`config.mk`:
```
export PLATFORM = sky130hd
export DESIGN_NAME = tmsw_front_flat
export DESIGN_NICKNAME = d
export VERILOG_FILES = /design/src/text_mode_screen_writer_top_defines.svh /design/src/tmsw_pkg.sv /design/src/tmsw_cmd_if.sv /design/src/tmsw_front.sv /design/src/flat_wrapper.sv
export SDC_FILE = /design/constraint.sdc
export NUM_CORES = 1
export LEC_CHECK = 0
export ABC_AREA = 1
export BUFFER_PORTS_ARGS = -buffer_cell sky130_fd_sc_hd__clkbuf_2
export CAP_MARGIN = 20
export CORE_AREA = 2 2 39 41
export DETAILED_ROUTE_END_ITERATION = 8
export DIE_AREA = 0 0 41 43
export PLACE_DENSITY = 0.65
export SLEW_MARGIN = 25
export SYNTH_ARGS = -nofsm -noshare
export SYNTH_HDL_FRONTEND = slang
export SYNTH_SLANG_ARGS = --single-unit
export TNS_END_PERCENT = 20
```
`constraint.sdc`:
```
create_clock -name vclk -period 0.8
set_input_delay 0.08 -clock vclk [all_inputs]
set_output_delay 0.08 -clock vclk [all_outputs]
set_load 0.01 [all_outputs]
```
`src/text_mode_screen_writer_top_defines.svh`:
```
// Assertion macros used by the screen writer back part (tmsw_back).
// Each macro expects clk_i and rst_ni to be in scope.
`ifndef TEXT_MODE_SCREEN_WRITER_TOP_DEFINES_SVH
`define TEXT_MODE_SCREEN_WRITER_TOP_DEFINES_SVH

// Consequent must hold in the same cycle as the antecedent.
`define TMSW_ASSERT_IMP(lbl, ante, cons, msg) \
  lbl: assert property (@(posedge clk_i) disable iff (!rst_ni) (ante) |-> (cons)) \
    else $error(msg);

// Consequent must hold in the cycle after the antecedent.
`define TMSW_ASSERT_NXT(lbl, ante, cons, msg) \
  lbl: assert property (@(posedge clk_i) disable iff (!rst_ni) (ante) |=> (cons)) \
    else $error(msg);

`endif

```
`src/tmsw_pkg.sv`:
```
`default_nettype none

package tmsw_pkg;

  // Field widths of the command and result beats.
  localparam int CMD_W   = 2;
  localparam int CHAR_W  = 8;
  localparam int INDEX_W = 11;
  localparam int DATA_W  = 16;
  localparam int COL_W   = 7;
  localparam int ROW_W   = 5;
  localparam int ATTR_W  = 8;

  // Command codes.
  localparam logic [CMD_W-1:0] CMD_PUT   = 2'd0;
  localparam logic [CMD_W-1:0] CMD_READ  = 2'd1;
  localparam logic [CMD_W-1:0] CMD_CLEAR = 2'd2;

  // Character codes with special handling.
  localparam logic [CHAR_W-1:0] CHAR_NEWLINE = 8'd10;
  localparam logic [CHAR_W-1:0] CHAR_TAB     = 8'd9;
  localparam logic [CHAR_W-1:0] CHAR_SPACE   = 8'd32;

  // Attribute after reset and the register map.
  localparam logic [ATTR_W-1:0] RESET_ATTR     = 8'd140;
  localparam int                PADDR_W        = 3;
  localparam logic [PADDR_W-1:0] ADDR_ATTRIBUTE = 3'd0;

  // Operation kinds handed from the front to the back.
  typedef enum logic [2:0] {
    OP_GLYPH,
    OP_NEWLINE,
    OP_TAB,
    OP_READ,
    OP_CLEAR,
    OP_NOP
  } op_e;

  typedef struct packed {
    op_e                kind;
    logic [CHAR_W-1:0]  ch;
    logic               in_range;
    logic [INDEX_W-1:0] index;
  } op_t;

  // Status reported by the back part.
  typedef struct packed {
    logic init_busy;
  } back_status_t;

endpackage

`default_nettype wire

```
`src/tmsw_cmd_if.sv`:
```
`default_nettype none

// Command channel: one beat per command.
interface tmsw_cmd_if;
  logic                         valid;
  logic                         ready;
  logic [tmsw_pkg::CMD_W-1:0]   command;
  logic [tmsw_pkg::CHAR_W-1:0]  character;
  logic [tmsw_pkg::INDEX_W-1:0] cell_index;

  modport source (output valid, command, character, cell_index, input ready);
  modport sink   (input valid, command, character, cell_index, output ready);
endinterface

`default_nettype wire

```
`src/tmsw_front.sv`:
```
`default_nettype none

// Front part: takes command beats and turns them into back-end operations.
module tmsw_front #(
  parameter int unsigned CELL_COUNT = 2000
) (
  input  logic            enable_i,
  tmsw_cmd_if.sink        cmd_i,
  output logic            op_valid_o,
  output tmsw_pkg::op_t   op_o,
  input  logic            op_ready_i
);

  // Beats pass only when the back is not sweeping after reset.
  assign cmd_i.ready = enable_i && op_ready_i;
  assign op_valid_o  = enable_i && cmd_i.valid;

  // Classify the command and the character it carries.
  always_comb begin
    op_o.ch       = cmd_i.character;
    op_o.index    = cmd_i.cell_index;
    op_o.in_range = (32'(cmd_i.cell_index) < CELL_COUNT);
    unique case (cmd_i.command)
      tmsw_pkg::CMD_PUT: begin
        priority if (cmd_i.character == tmsw_pkg::CHAR_NEWLINE) begin
          op_o.kind = tmsw_pkg::OP_NEWLINE;
        end else if (cmd_i.character == tmsw_pkg::CHAR_TAB) begin
          op_o.kind = tmsw_pkg::OP_TAB;
        end else begin
          op_o.kind = tmsw_pkg::OP_GLYPH;
        end
      end
      tmsw_pkg::CMD_READ: begin
        op_o.kind = tmsw_pkg::OP_READ;
      end
      tmsw_pkg::CMD_CLEAR: begin
        op_o.kind = tmsw_pkg::OP_CLEAR;
      end
      default: begin
        op_o.kind = tmsw_pkg::OP_NOP;
      end
    endcase
  end

endmodule

`default_nettype wire

```
`src/flat_wrapper.sv`:
```
// flat-port wrapper written by rule: the top's interface ports become plain ports
module tmsw_front_flat 
#(
  parameter int unsigned CELL_COUNT = 2000
)
  (enable_i, op_valid_o, op_o, op_ready_i, cmd_i_valid, cmd_i_command, cmd_i_character, cmd_i_cell_index, cmd_i_ready);
  tmsw_cmd_if cmd_i_i ();
  input  logic enable_i;
  output logic op_valid_o;
  output tmsw_pkg::op_t op_o;
  input  logic op_ready_i;
  input wire logic [$bits(cmd_i_i.valid)-1:0] cmd_i_valid;
  input wire logic [$bits(cmd_i_i.command)-1:0] cmd_i_command;
  input wire logic [$bits(cmd_i_i.character)-1:0] cmd_i_character;
  input wire logic [$bits(cmd_i_i.cell_index)-1:0] cmd_i_cell_index;
  output wire logic [$bits(cmd_i_i.ready)-1:0] cmd_i_ready;
  assign cmd_i_i.valid = cmd_i_valid;
  assign cmd_i_i.command = cmd_i_command;
  assign cmd_i_i.character = cmd_i_character;
  assign cmd_i_i.cell_index = cmd_i_cell_index;
  assign cmd_i_ready = cmd_i_i.ready;
  tmsw_front #(.CELL_COUNT(CELL_COUNT)) u_core (.enable_i(enable_i), .cmd_i(cmd_i_i), .op_valid_o(op_valid_o), .op_o(op_o), .op_ready_i(op_ready_i));
endmodule
```
# Yosys cells after proc, flatten, opt, wreduce, memory -nomap -nowiden
# Index checks and enable logic that the tools add are counted.
[op_classes] n_reduce_logical=3 n_eq_ne=4 n_lt_le_gt_ge=1 muxes=3
[op_table] op="8-bit by 4-bit equality test with 1-bit output, second input constant" n=2
[op_table] op="11-bit less-than comparator, second input constant" n=1
[op_table] op="3-bit one-hot mux with 3 select lines" n=1
[op_table] op="3-bit 2-to-1 mux" n=1
[op_table] op="2-bit by 1-bit equality test with 1-bit output, second input constant" n=1
[op_table] op="2-bit equality test, second input constant" n=1
[op_table] op="1-bit logical AND" n=2
[op_table] op="2-bit logical NOT" n=1
[op_table] op="2-bit 2-to-1 mux" n=1
[totals] out_inout_bits=25 ff_bits=0 word_cells=11 input_bits=24

# Logic depth before layout (Yosys ltp)
[logic_depth] depth_word=4 ltp_mapped=5 ltp_nobuf=5

# Worst setup path before layout
# Ideal clock, no wire load.
[synth_timing] path_type="input to output" start="input port cmd_i_character[4]" end="output port op_o[20] (netlist bit)" t_arrival_ns=0.442 path_slack_ns=0.278 stages=5 path_buffers=0 required_ns=0.720 path_cell_list="nor2_1 > nand2_1 > nor2_2 > nand2_1 > nand2_1"
[synth_lines] element="from (decl)" line="flat_wrapper.sv:14" rtl="input wire logic [$bits(cmd_i_i.character)-1:0] cmd_i_character;"
[synth_lines] element="to (decl)" line="flat_wrapper.sv:10" rtl="output tmsw_pkg::op_t op_o;"

==> key figures <==
Min path
  • Worst hold stages: 0
  • Hold path start: cmd_i_cell_index[2]
  • Hold WC Path Type: in2out

Logic synthesis
  • Post-Syn Nets: 73
  • Yosys top cell by area: buf_4
  • Yosys warning count: 0
  • Most frequently used cell type in the post-synthesis netlist: buf_4
  • Top cell type's share of synthesized area: 54.8%
  • Sequential element share of the synthesized area: 0%
  • Dominant cells by area after synthesis: buf_4 (55%), nand2_1 (19%), inv_1 (13%)
  • Mapped Cells: 49
  • Syn Std Cell Area: 260 sq um
  • Synth cell count leaders: buf_4 (19), nand2_1 (13), inv_1 (9), nor2_1 (5)
  • Unique masters post-synth: 7
  • Mean area per synthesized cell: 5.31 sq um

Die
  • Die area: 1760 sq um
  • Row count: 14
  • Core area: 1380 sq um
  • Starting density of the core: 18.8%
  • Die height: 43 um
  • Boundary pin count: 49
  • Die W: 41 um

Worst setup path
  • Setup CP Type: in2out
  • Slowest Stage Delay on Critical Path: 0.12 ns
  • Critical path buffers and inverters: 2
  • Worst setup SP type: input pin
  • Worst endpoint data arrival time: 0.67 ns
  • CP startpoint: cmd_i_character[7]
  • Cell family with most CP delay: simple AND/OR/NAND/NOR gates
  • Worst setup path endpoint: op_o[20]
  • Worst path cell trace: buf_6 -> nor2_4 -> nand2_2 -> nor2_2 -> nand2_1 -> nand2_1 -> buf_2
  • Crit path top cell by count: nand2_1
  • Critical path data required time: 0.72 ns
  • CP max-delay cell: buf_2
  • Crit path max fanout: 2
  • Crit. path cell count: 7
  • CP Capture Type: output pin

Pwr
  • Seq pwr share: 0%
  • Int Pwr: 89.1 uW
  • Leakage: 0.267 nW
  • Switch Pwr: 89.0 uW
  • Comb power frac: 100.0%
  • Maximum VDD drop: 0.000109 V
  • Clock share of power: 0%
  • Total chip power: 178 uW
  • Pwr/cell area: 493 nW/um^2
  • Switching part of the total power: 50.0%

STA
  • Least-Margin Pin Slew: 0.0921 ns
  • Fmax: 1340 MHz
  • Endpoints failing setup: 0
  • Max_slew headroom: 93.9%
  • Post-route setup TNS: 0 ns
  • Final Critical Period: 0.747 ns
  • Final count of hold timing violations: 0
  • RSZ-0062 raised after global routing: true
  • Final Max Slew Viols: 0
  • Tcrit/Tclk final: 93.4%
  • Hold Worst Slack: 0.160 ns

Run status
  • Status: complete, no violations

Global routing
  • Vias in the first global route: 237
  • Gr usage total: 6.29%
  • First-pass GRT wire length: 848 um
  • Largest net degree at the start of global routing: 4
  • Grt total ovfl: 0
  • Initial antenna violation count: 0

Finish
  • Proportion of layout cells with a drive suffix above 1: 62.9%
  • Clkbuf count: 0
  • Layout Cells excl Fill: 86
  • Layout area overhead: 38.9%
  • Post-layout net count: 96
  • Antenna cells: 0
  • Reg area: 0 sq um
  • Sequential cells: 0

Place
  • Routability cong.: 0.578
  • IO Port Bufs: 41
  • Final HPWL DP: 619 um
  • Placed cells: 86

Route
  • Drt pass-1 iters: 1
  • Vias per cell: 3.74
  • Initial DRC count: 0
  • Average wire per standard cell: 7.24 um
  • Antenna viol nets, final: 0
  • Total Wirelength: 623 um
  • Vias: 322
  • DRC Markers: 0

Flow run
  • MaxCap Viol Count: 0
## cell type report
type                       count  area [sq um]
multi-input combinational     20          90.1
fill                         165          1020
timing repair buffer          41           218
tap                           16          20.0
inverter                       9          33.8
## worst min path at each step
stage | slack (ns) | to
after global placement | 0.16 | op_o[0]
after floorplan | 0.25 | cmd_i_ready
final | 0.16 | op_o[2]
after global routing | 0.16 | op_o[2]
after detailed placement | 0.16 | op_o[0]
after CTS | 0.16 | op_o[0]
## cells by family (layout without fill, tap and decap cells)
family / after synthesis / count (layout) / share of synthesized area [%]
buffers and inverters: 29 / 50 / 69.2
AND/OR/NAND/NOR: 20 / 20 / 30.8
## what timing repair did
item / in CTS / in global routing
hold buffers: 0 / 0
gates resized for setup: 0 / 9
setup buffers: 0 / 0
endpoints found under the setup margin: 0 / 2
## metal layers
layer	GRT usage, %	vias to the layer above	share of wire (%)
met5	0	-	0
met4	0.667	0	0.64
li1	-	165	-
met3	0.524	2	16
met1	5.70	126	27
met2	13.4	29	55
## power groups by stage
stage          Clock, mW  Combinational, mW  Sequential (mW)
2_1_floorplan          0              0.134                0
3_3_place_gp           0              0.168                0
3_5_place_dp           0              0.170                0
4_1_cts                0              0.171                0
5_1_grt                0              0.203                0
6_report               0              0.178                0
## metrics by stage
step	utilization, %	worst slack [ns]	cell area, sq um
2_1_floorplan	-	0.278	260
3_3_place_gp	24.5	0.0577	339
3_5_place_dp	24.5	0.0454	339
4_1_cts	24.5	0.0451	339
5_1_grt	26.1	-0.0261	362
6_report	26.1	0.0528	362
## placed cells by master, fill, tap and decap left out
cell type  netlist  routed
inv_1            9       9
nand4_1          1       1
nand2_1         13      12
buf_2            0       2
buf_6            0       2
nand2_2          0       1
nor2_4           0       1
nor2_2           1       1
clkbuf_2         0      37
nor2_1           5       4
Note: power is estimated with default switching activity, not from simulation.
