$ cat src/text_mode_screen_writer_top_defines.svh
// Assertion macros used by the screen writer back part (tmsw_back).
// Each macro expects clk_i and rst_ni to be in scope.
`ifndef TEXT_MODE_SCREEN_WRITER_TOP_DEFINES_SVH
`define TEXT_MODE_SCREEN_WRITER_TOP_DEFINES_SVH

// Consequent must hold in the same cycle as the antecedent.
`define TMSW_ASSERT_IMP(lbl, ante, cons, msg) \
  lbl: assert property (@(posedge clk_i) disable iff (!rst_ni) (ante) |-> (cons)) \
    else $error(msg);

// Consequent must hold in the cycle after the antecedent.
`define TMSW_ASSERT_NXT(lbl, ante, cons, msg) \
  lbl: assert property (@(posedge clk_i) disable iff (!rst_ni) (ante) |=> (cons)) \
    else $error(msg);

`endif

$ cat src/tmsw_pkg.sv
`default_nettype none

package tmsw_pkg;

  // Field widths of the command and result beats.
  localparam int CMD_W   = 2;
  localparam int CHAR_W  = 8;
  localparam int INDEX_W = 11;
  localparam int DATA_W  = 16;
  localparam int COL_W   = 7;
  localparam int ROW_W   = 5;
  localparam int ATTR_W  = 8;

  // Command codes.
  localparam logic [CMD_W-1:0] CMD_PUT   = 2'd0;
  localparam logic [CMD_W-1:0] CMD_READ  = 2'd1;
  localparam logic [CMD_W-1:0] CMD_CLEAR = 2'd2;

  // Character codes with special handling.
  localparam logic [CHAR_W-1:0] CHAR_NEWLINE = 8'd10;
  localparam logic [CHAR_W-1:0] CHAR_TAB     = 8'd9;
  localparam logic [CHAR_W-1:0] CHAR_SPACE   = 8'd32;

  // Attribute after reset and the register map.
  localparam logic [ATTR_W-1:0] RESET_ATTR     = 8'd140;
  localparam int                PADDR_W        = 3;
  localparam logic [PADDR_W-1:0] ADDR_ATTRIBUTE = 3'd0;

  // Operation kinds handed from the front to the back.
  typedef enum logic [2:0] {
    OP_GLYPH,
    OP_NEWLINE,
    OP_TAB,
    OP_READ,
    OP_CLEAR,
    OP_NOP
  } op_e;

  typedef struct packed {
    op_e                kind;
    logic [CHAR_W-1:0]  ch;
    logic               in_range;
    logic [INDEX_W-1:0] index;
  } op_t;

  // Status reported by the back part.
  typedef struct packed {
    logic init_busy;
  } back_status_t;

endpackage

`default_nettype wire

$ cat src/tmsw_queue.sv
`default_nettype none

// Two-entry operation queue between the front and the back.
module tmsw_queue (
  input  logic          clk_i,
  input  logic          rst_ni,
  input  logic          push_valid_i,
  output logic          push_ready_o,
  input  tmsw_pkg::op_t push_op_i,
  output logic          pop_valid_o,
  input  logic          pop_ready_i,
  output tmsw_pkg::op_t pop_op_o
);

  localparam int DEPTH = 2;
  localparam int PTR_W = $clog2(DEPTH);
  localparam int CNT_W = $clog2(DEPTH + 1);

  tmsw_pkg::op_t    entries_q [DEPTH];
  logic [PTR_W-1:0] wr_ptr_q, wr_ptr_d;
  logic [PTR_W-1:0] rd_ptr_q, rd_ptr_d;
  logic [CNT_W-1:0] count_q, count_d;
  logic             push, pop;

  assign push_ready_o = (count_q != CNT_W'(DEPTH));
  assign pop_valid_o  = (count_q != '0);
  assign pop_op_o     = entries_q[rd_ptr_q];
  assign push         = push_valid_i && push_ready_o;
  assign pop          = pop_valid_o && pop_ready_i;

  // Pointer and fill count update.
  always_comb begin
    wr_ptr_d = wr_ptr_q;
    rd_ptr_d = rd_ptr_q;
    count_d  = count_q;
    if (push) begin
      wr_ptr_d = (wr_ptr_q == PTR_W'(DEPTH - 1)) ? '0 : wr_ptr_q + 1'b1;
    end
    if (pop) begin
      rd_ptr_d = (rd_ptr_q == PTR_W'(DEPTH - 1)) ? '0 : rd_ptr_q + 1'b1;
    end
    if (push && !pop) begin
      count_d = count_q + 1'b1;
    end else if (pop && !push) begin
      count_d = count_q - 1'b1;
    end
  end

  always_ff @(posedge clk_i or negedge rst_ni) begin
    if (!rst_ni) begin
      wr_ptr_q <= '0;
      rd_ptr_q <= '0;
      count_q  <= '0;
    end else begin
      wr_ptr_q <= wr_ptr_d;
      rd_ptr_q <= rd_ptr_d;
      count_q  <= count_d;
    end
  end

  // Entry storage.
  always_ff @(posedge clk_i) begin
    if (push) begin
      entries_q[wr_ptr_q] <= push_op_i;
    end
  end

endmodule

`default_nettype wire

$ cat config.mk
export PLATFORM = sky130hd
export DESIGN_NAME = tmsw_queue
export DESIGN_NICKNAME = d
export VERILOG_FILES = /design/src/text_mode_screen_writer_top_defines.svh /design/src/tmsw_pkg.sv /design/src/tmsw_queue.sv
export SDC_FILE = /design/constraint.sdc
export NUM_CORES = 1
export LEC_CHECK = 0
export BUFFER_PORTS_ARGS = -buffer_cell sky130_fd_sc_hd__buf_2
export CAP_MARGIN = 15
export CORE_MARGIN = 8
export CORE_UTILIZATION = 40
export CTS_BUF_LIST = sky130_fd_sc_hd__clkbuf_4
export DETAILED_ROUTE_END_ITERATION = 10
export PLACE_DENSITY_LB_ADDON = 0.3
export SYNTH_ARGS = -nofsm -noshare
export SYNTH_HDL_FRONTEND = slang
export SYNTH_SLANG_ARGS = --single-unit
$ cat constraint.sdc
create_clock -name clk_i -period 3.55 [get_ports clk_i]
set_input_delay 1.065 -clock clk_i [delete_from_list [all_inputs] [get_ports clk_i]]
set_output_delay 1.065 -clock clk_i [all_outputs]
set_load 0.05 [all_outputs]
; Word-level counts from Yosys, hierarchy flattened
; Memories as Yosys holds them, arrays and structs flattened.
; Index checks and enable logic that the tools add are counted.
[classes]
add_sub_neg = 4
n_eq_ne = 1
muxes = 6
n_reduce_logical = 8
[ops]
columns = cell, n
row1 = 1-bit logical AND, 4
row2 = 1-bit two-way mux, 4
row3 = 2-bit two-way mux, 2
row4 = 2-bit nonzero test, 2
row5 = 1-bit adder (second input constant), 2
row6 = 2-bit by 1-bit adder with 2-bit output (second input constant), 1
row7 = 1-bit logical NOT, 2
row8 = 2-bit != test (second input constant), 1
row9 = 2-bit by 1-bit subtractor with 2-bit output (second input constant), 1
[word_totals]
register_bits = 4
ramBits = 46
in_bits = 27
out_inout_bits = 25
elab_cells = 23
mem_count = 1
[mem_list]
columns = name, depth, width, read_ports, rd_clocked_by_memory_dff, write_ports, line
row1 = entries_q, 2, 23, 1, 0, 1, tmsw_queue.sv:19  ; tmsw_pkg::op_t entries_q [DEPTH];

; Logic depth before layout (Yosys ltp)
; Gate-level depths: netlist of run 1.
[logic_depth]
depth_word = 6
depth_mapped = 7
mapped_depth_nobuf = 7

; Least setup slack after synthesis of run 1
; Ideal clock, no wire load.
[synth_path]
kind = in2reg
start = input push_valid_i
end = memory entries_q[0][0] in the netlist's numbering, enable pin
setup_time_ns = 0.403
arrival_ns = 2.162
required_ns = 3.147
setup_slack_ns = 0.986
path_stages = 2
path_buffers = 0
path_cell_list = nand2_1 > nor2_1
[synth_between]
elab_chain_cells = 3
[synth_rtl]
columns = item, line
row1 = "start, declared", tmsw_queue.sv:7  ; input logic push_valid_i,
row2 = 1-bit logical AND, tmsw_queue.sv:28  ; assign push = push_valid_i && push_ready_o;
row3 = 1-bit two-way mux, tmsw_queue.sv:63  ; if (push) begin
row4 = 1-bit two-way mux (not written as such), tmsw_queue.sv:64  ; entries_q[wr_ptr_q] <= push_op_i;
row5 = "end, declared", tmsw_queue.sv:19
; No other way between the ends.

==> impl_metrics.toml, run 1 <==
[timing]
hold_viol = 0
slew_headroom = 0.688
skew_ps = 7.78
setup_tns_ps = 0
grt_setup_unrepaired = "false"
fin_crit_sh = 0.803
tightest_slew_ps = 468
finalMaxSlewViolations = 0
fin_ws_ps = 700
setup_viol = 0
period_needed_ps = 2850
fmax_mhz = 351

[synth]
synth_area_per_cell_sq_um = 21.8
ys_top_cells_by_area = "edfxtp_1 70%, mux2_4 15%, dfrtp_1 5.1%"
synth_nets = 118
ys_seq_area_frac = 0.756
yosysTopAreaCell = "edfxtp_1"
synthCells = 90
ys_warn_count = 0
yosysUniqueCellTypes = 16
ys_seq_elements = 50
netlist.area_leader.share = 0.705
synth_area_sq_um = 1960

[power]
clockPowerShare = 0.143
p_sw_w = 0.000935
switching_share = 0.414
combPwrFrac = 0.469
p_leak_nw = 0.961
seqPwrFrac = 0.389
power.density_nw_per_um2 = 956
intPower_w = 0.00133
ir_drop_uv = 670

[detailed_routing]
via_per_inst = 4.46
wl_mm = 3.37
drtIter0Drc = 68
firstDrtPassIters = 4
wl_per_cell_microns = 15.6
drc_errors = 0
vias = 963
ant_nets = 0

[global_routing]
grt.total_usage = 0.0973
antenna_found_initial = 0
grt_pass1_wl_mm = 5.48
grt.overflow.total = 0
first_global_vias = 1125
grt_max_degree = 17

[clock_tree]
hold_buffers = 0
htreeDepth = 2
cts_made_buffers = 5
cts_max_path_buffers = 2
clock_latency_ps = 340
cts_root_buffer = "clkbuf_4"
postCtsSetupBuffers = 0
cts_resized = 0
clkTransAtPathRegs_ps = 120
cts_tree = "yes"
numClockSinks = 50

[job]
maxCapViolations = 0

[critical_path]
critical_path.max_fanout = 16
rr_worst_depth = 4
reg2reg_to = "entries_q[0][0]"
required_ps = 2480
cp-start-kind = "flip-flop"
worst-setup-path-type = "reg2out"
endpoint_kind = "output port"
arrival_ps = 1790
worstReg2RegStart = "count_q[0]"
r2r_slack_ps = 1850

[floorplanning]
die_area_sq_um = 7390
die_width_microns = 86.0
die_y_microns = 86.0
start_util = 0.415
pin_count = 52
core_sq_um = 4720
rows = 25

[cells_and_area]
syn2layout_area_growth_pct = 20.8
stdcell_area_sq_um = 2370
drive_above_1_share = 0.584
final_common_cell = "buf_2"
antennaDiodeCount = 0
n_fill_cell = 425
fin_nets = 176
final_cell_mix = "51 x buf_2, 46 x edfxtp_1, 19 x mux2_4"

[min_path]
worstHoldPathType = "in2async"

[placed_design]
hpwlAfterDp_mm = 2.63
place_area_sq_um = 2280
gp_congestion = 0.616
io_buffers = 51
dp_slack_ps = 1070

[outcome]
status = "finished clean"
[worst max-delay path: stages (launching register included)]
cell and delay [ps]:
dfrtp_1 660, buf_12 240, mux2_4 320, buf_2 210
[cell usage after synthesis]
cell	n
and3_1	1
buf_12	2
buf_6	1
dfrtp_1	4
edfxtp_1	46
ha_1	1
inv_1	1
mux2_2	4
mux2_4	19
nand2_1	1
nand2_2	1
nand2b_1	1
nor2_1	2
or2_1	1
xnor2_1	3
xor2_1	2
[how the worst max path moves through the flow]
stage                  from         endpoint
2_1_floorplan  push_valid_i  entries_q[0][0]
3_3_place_gp       rd_ptr_q      pop_op_o[6]
3_5_place_dp       rd_ptr_q      pop_op_o[6]
4_1_cts            rd_ptr_q      pop_op_o[5]
5_1_grt            rd_ptr_q      pop_op_o[5]
6_report           rd_ptr_q      pop_op_o[5]
[layout make-up]
type                            instances  area (sq um)  area share
Timing Repair Buffer                   54           290       0.123
Clock inverter                          1          30.0      0.0127
Clock buffer                            7          52.6      0.0222
Inverter                                1          3.75     0.00159
Tap cell                               67          83.8      0.0354
Multi-Input combinational cell         36           425       0.180
Sequential cell                        50          1480       0.626
[per-layer routing]
layer,vias up,global-route usage,share of wire
met5,-,0,0
met4,0,0.0334,0.012
met3,6,0.0516,0.093
met2,38,0.160,0.49
met1,461,0.104,0.40
li1,458,-,-
[per-stage QoR]
stage / total power (W) / utilization / instances / hold WS, ps
detailed placement: 0.00197 / 0.484 / 208 / 510
CTS: 0.00230 / 0.501 / 216 / 477
global route: 0.00237 / 0.501 / 216 / 463
floorplan: 0.00179 / - / 90 / 456
finish: 0.00226 / 0.501 / 216 / 497
global placement: 0.00194 / 0.484 / 208 / 470
[power groups by stage]
stage | clock (W) | combinational, W | sequential (W)
finish | 0.000323 | 0.00106 | 0.000879
global route | 0.000359 | 0.00112 | 0.000894
CTS | 0.000333 | 0.00108 | 0.000883
detailed placement | 0 | 0.00108 | 0.000898
global placement | 0 | 0.00106 | 0.000883
floorplan | 0 | 0.000928 | 0.000859
[registers in the layout, summed over array words and instances (netlist names)]
name       flops
entries_q     46
wr_ptr_q       1
rd_ptr_q       1
count_q        2
[kinds of logic after synthesis]
| logic type | synth area share |
|---|---|
| flip-flops | 0.756 |
| multiplexers | 0.169 |
| AND/OR/NAND/NOR | 0.0185 |
| XOR/XNOR | 0.0224 |
| buffers and inverters | 0.0281 |
| adder cells (fa/ha/maj) | 0.00638 |
No activity file was read; power rests on OpenSTA's default activity.
==> run 2: changes to the inputs <==
==> constraint.sdc (replaced) <==
create_clock -name clk_i -period 2.8 [get_ports clk_i]
set_input_delay 0.84 -clock clk_i [delete_from_list [all_inputs] [get_ports clk_i]]
set_output_delay 0.84 -clock clk_i [all_outputs]
set_load 0.05 [all_outputs]
==> run 2 against run 1 <==
Against the previous run:
- cell count grew 0.93%
- first-iteration DRC count shrank 15%
- global-route usage shrank 0.27 points
- sequential power grew 23%
- sequential share of layout area grew 0.60 points
- via count grew 0.31%
- final area shrank 0.95%
- count of clock-buffer cells in the layout shrank 1
- non-clock buffer count grew 2
- critical path depth is the same
==> impl_metrics.toml, run 2 (synthesized netlist as in run 1, its figures left out) <==
[critical_path]
cp-start-kind = "flip-flop"
worstReg2RegStart = "count_q[0]"
slowest_stage = "dfrtp_1"
arrival_ps = 1580
worst-setup-path-type = "reg2out"
required_ps = 1960
endpoint_kind = "output port"
path_cells = "buf_4 > mux2_4 > buf_2"
rr_worst_depth = 4
critical_path.max_fanout = 16
r2r_slack_ps = 1090
reg2reg_to = "entries_q[0][19]"
max_stage_delay_ps = 370

[timing]
finalMaxSlewViolations = 0
skew_ps = 13.9
fmax_mhz = 414
grt_setup_unrepaired = "false"
tightest_slew_ps = 404
setup_viol = 0
fin_crit_sh = 0.863
setup_tns_ps = 0
hold_viol = 0
slew_headroom = 0.731
period_needed_ps = 2420

[cells_and_area]
final_cell_mix = "51 x buf_2, 46 x edfxtp_1, 19 x mux2_4"
largest_reg_flops = 46
final_common_cell = "buf_2"
syn2layout_area_growth_pct = 19.7
fin_nets = 178
regMostFlops = "entries_q"
top_regs = "entries_q: 46 flops, count_q: 2 flops"
stdcell_area_sq_um = 2340
antennaDiodeCount = 0
n_fill_cell = 409
drive_above_1_share = 0.583

[detailed_routing]
vias = 966
firstDrtPassIters = 4
via_per_inst = 4.43
ant_nets = 0
drtIter0Drc = 58
wl_mm = 3.32
wl_per_cell_microns = 15.2
drc_errors = 0

[job]
maxCapViolations = 0

[clock_tree]
clock_latency_ps = 360
cts_tree = "yes"
cts_made_buffers = 5
cts_root_buffer = "clkbuf_4"
numClockSinks = 50
htreeDepth = 2
cts_max_path_buffers = 2
hold_buffers = 0
clkTransAtPathRegs_ps = 140
postCtsSetupBuffers = 0
cts_resized = 0

[global_routing]
first_global_vias = 1058
grt_pass1_wl_mm = 5.27
grt.overflow.total = 0
grt.total_usage = 0.0947
antenna_found_initial = 0
grt_max_degree = 17

[placed_design]
hpwlAfterDp_mm = 2.57
gp_congestion = 0.603
place_area_sq_um = 2290
io_buffers = 51

[floorplanning]
die_y_microns = 86.0
die_area_sq_um = 7390
rows = 25
die_width_microns = 86.0
pin_count = 52
core_sq_um = 4720
start_util = 0.415

[power]
switching_share = 0.430
power_w = 0.00277
clockPowerShare = 0.116
p_sw_w = 0.00119
combPwrFrac = 0.492
power.density_nw_per_um2 = 1180
p_leak_nw = 0.954
intPower_w = 0.00158
seqPwrFrac = 0.392
ir_drop_uv = 859

[outcome]
status = "finished clean"

[min_path]
worstHoldPathType = "in2async"
## run 2: metal layers
metal  up-vias  global-route usage  routed length [microns]  share of wire
met1       461               0.110                     1350           0.41
li1        462                   -                        -              -
met2        36               0.141                     1570           0.47
met4         0              0.0334                       48          0.014
met3         7              0.0554                      349           0.11
met5         -                   0                        0              0
## run 2: worst max-delay path by stage
stage	slack (ps)	from	cells past startpoint	to
after floorplan	340	count_q[0]	3	entries_q[0][0]
after global placement	780	rd_ptr_q	3	pop_op_o[6]
after detailed placement	750	push_valid_i	4	entries_q[0][14]
after CTS	330	rd_ptr_q	3	pop_op_o[6]
after global routing	260	rd_ptr_q	3	pop_op_o[6]
final	380	rd_ptr_q	3	pop_op_o[6]
## run 2: power by group through the flow
| stage | Combinational, W | Sequential (W) | Clock (W) |
|---|---|---|---|
| CTS | 0.00139 | 0.00109 | 0.000340 |
| global route | 0.00144 | 0.00110 | 0.000369 |
| global placement | 0.00137 | 0.00109 | 0 |
| detailed placement | 0.00139 | 0.00111 | 0 |
| floorplan | 0.00118 | 0.00109 | 0 |
| finish | 0.00136 | 0.00108 | 0.000323 |
## run 2: critical path: cells and delay by family, from the launching register on
family                 cells  cell delay [ps]
buffers and inverters      2              500
muxes                      1              340
DFF                        1              370
## run 2: metrics by stage
stage	worst slack [ps]	std cells	hold slack, ps	utilization
finish	384	218	254	0.496
global route	263	218	207	0.496
CTS	329	218	231	0.496
detailed placement	755	210	486	0.484
global placement	784	210	476	0.484
floorplan	344	90	456	-
## run 2: final cells by class
cell class	instances	area, sq um	share of cell area
Sequential cell	50	1480	0.632
Multi-Input combinational cell	36	425	0.181
Timing Repair Buffer	56	293	0.125
Tap cell	67	83.8	0.0358
Clock buffer	6	45.0	0.0192
Clock inverter	2	12.5	0.00534
Inverter	1	3.75	0.00160
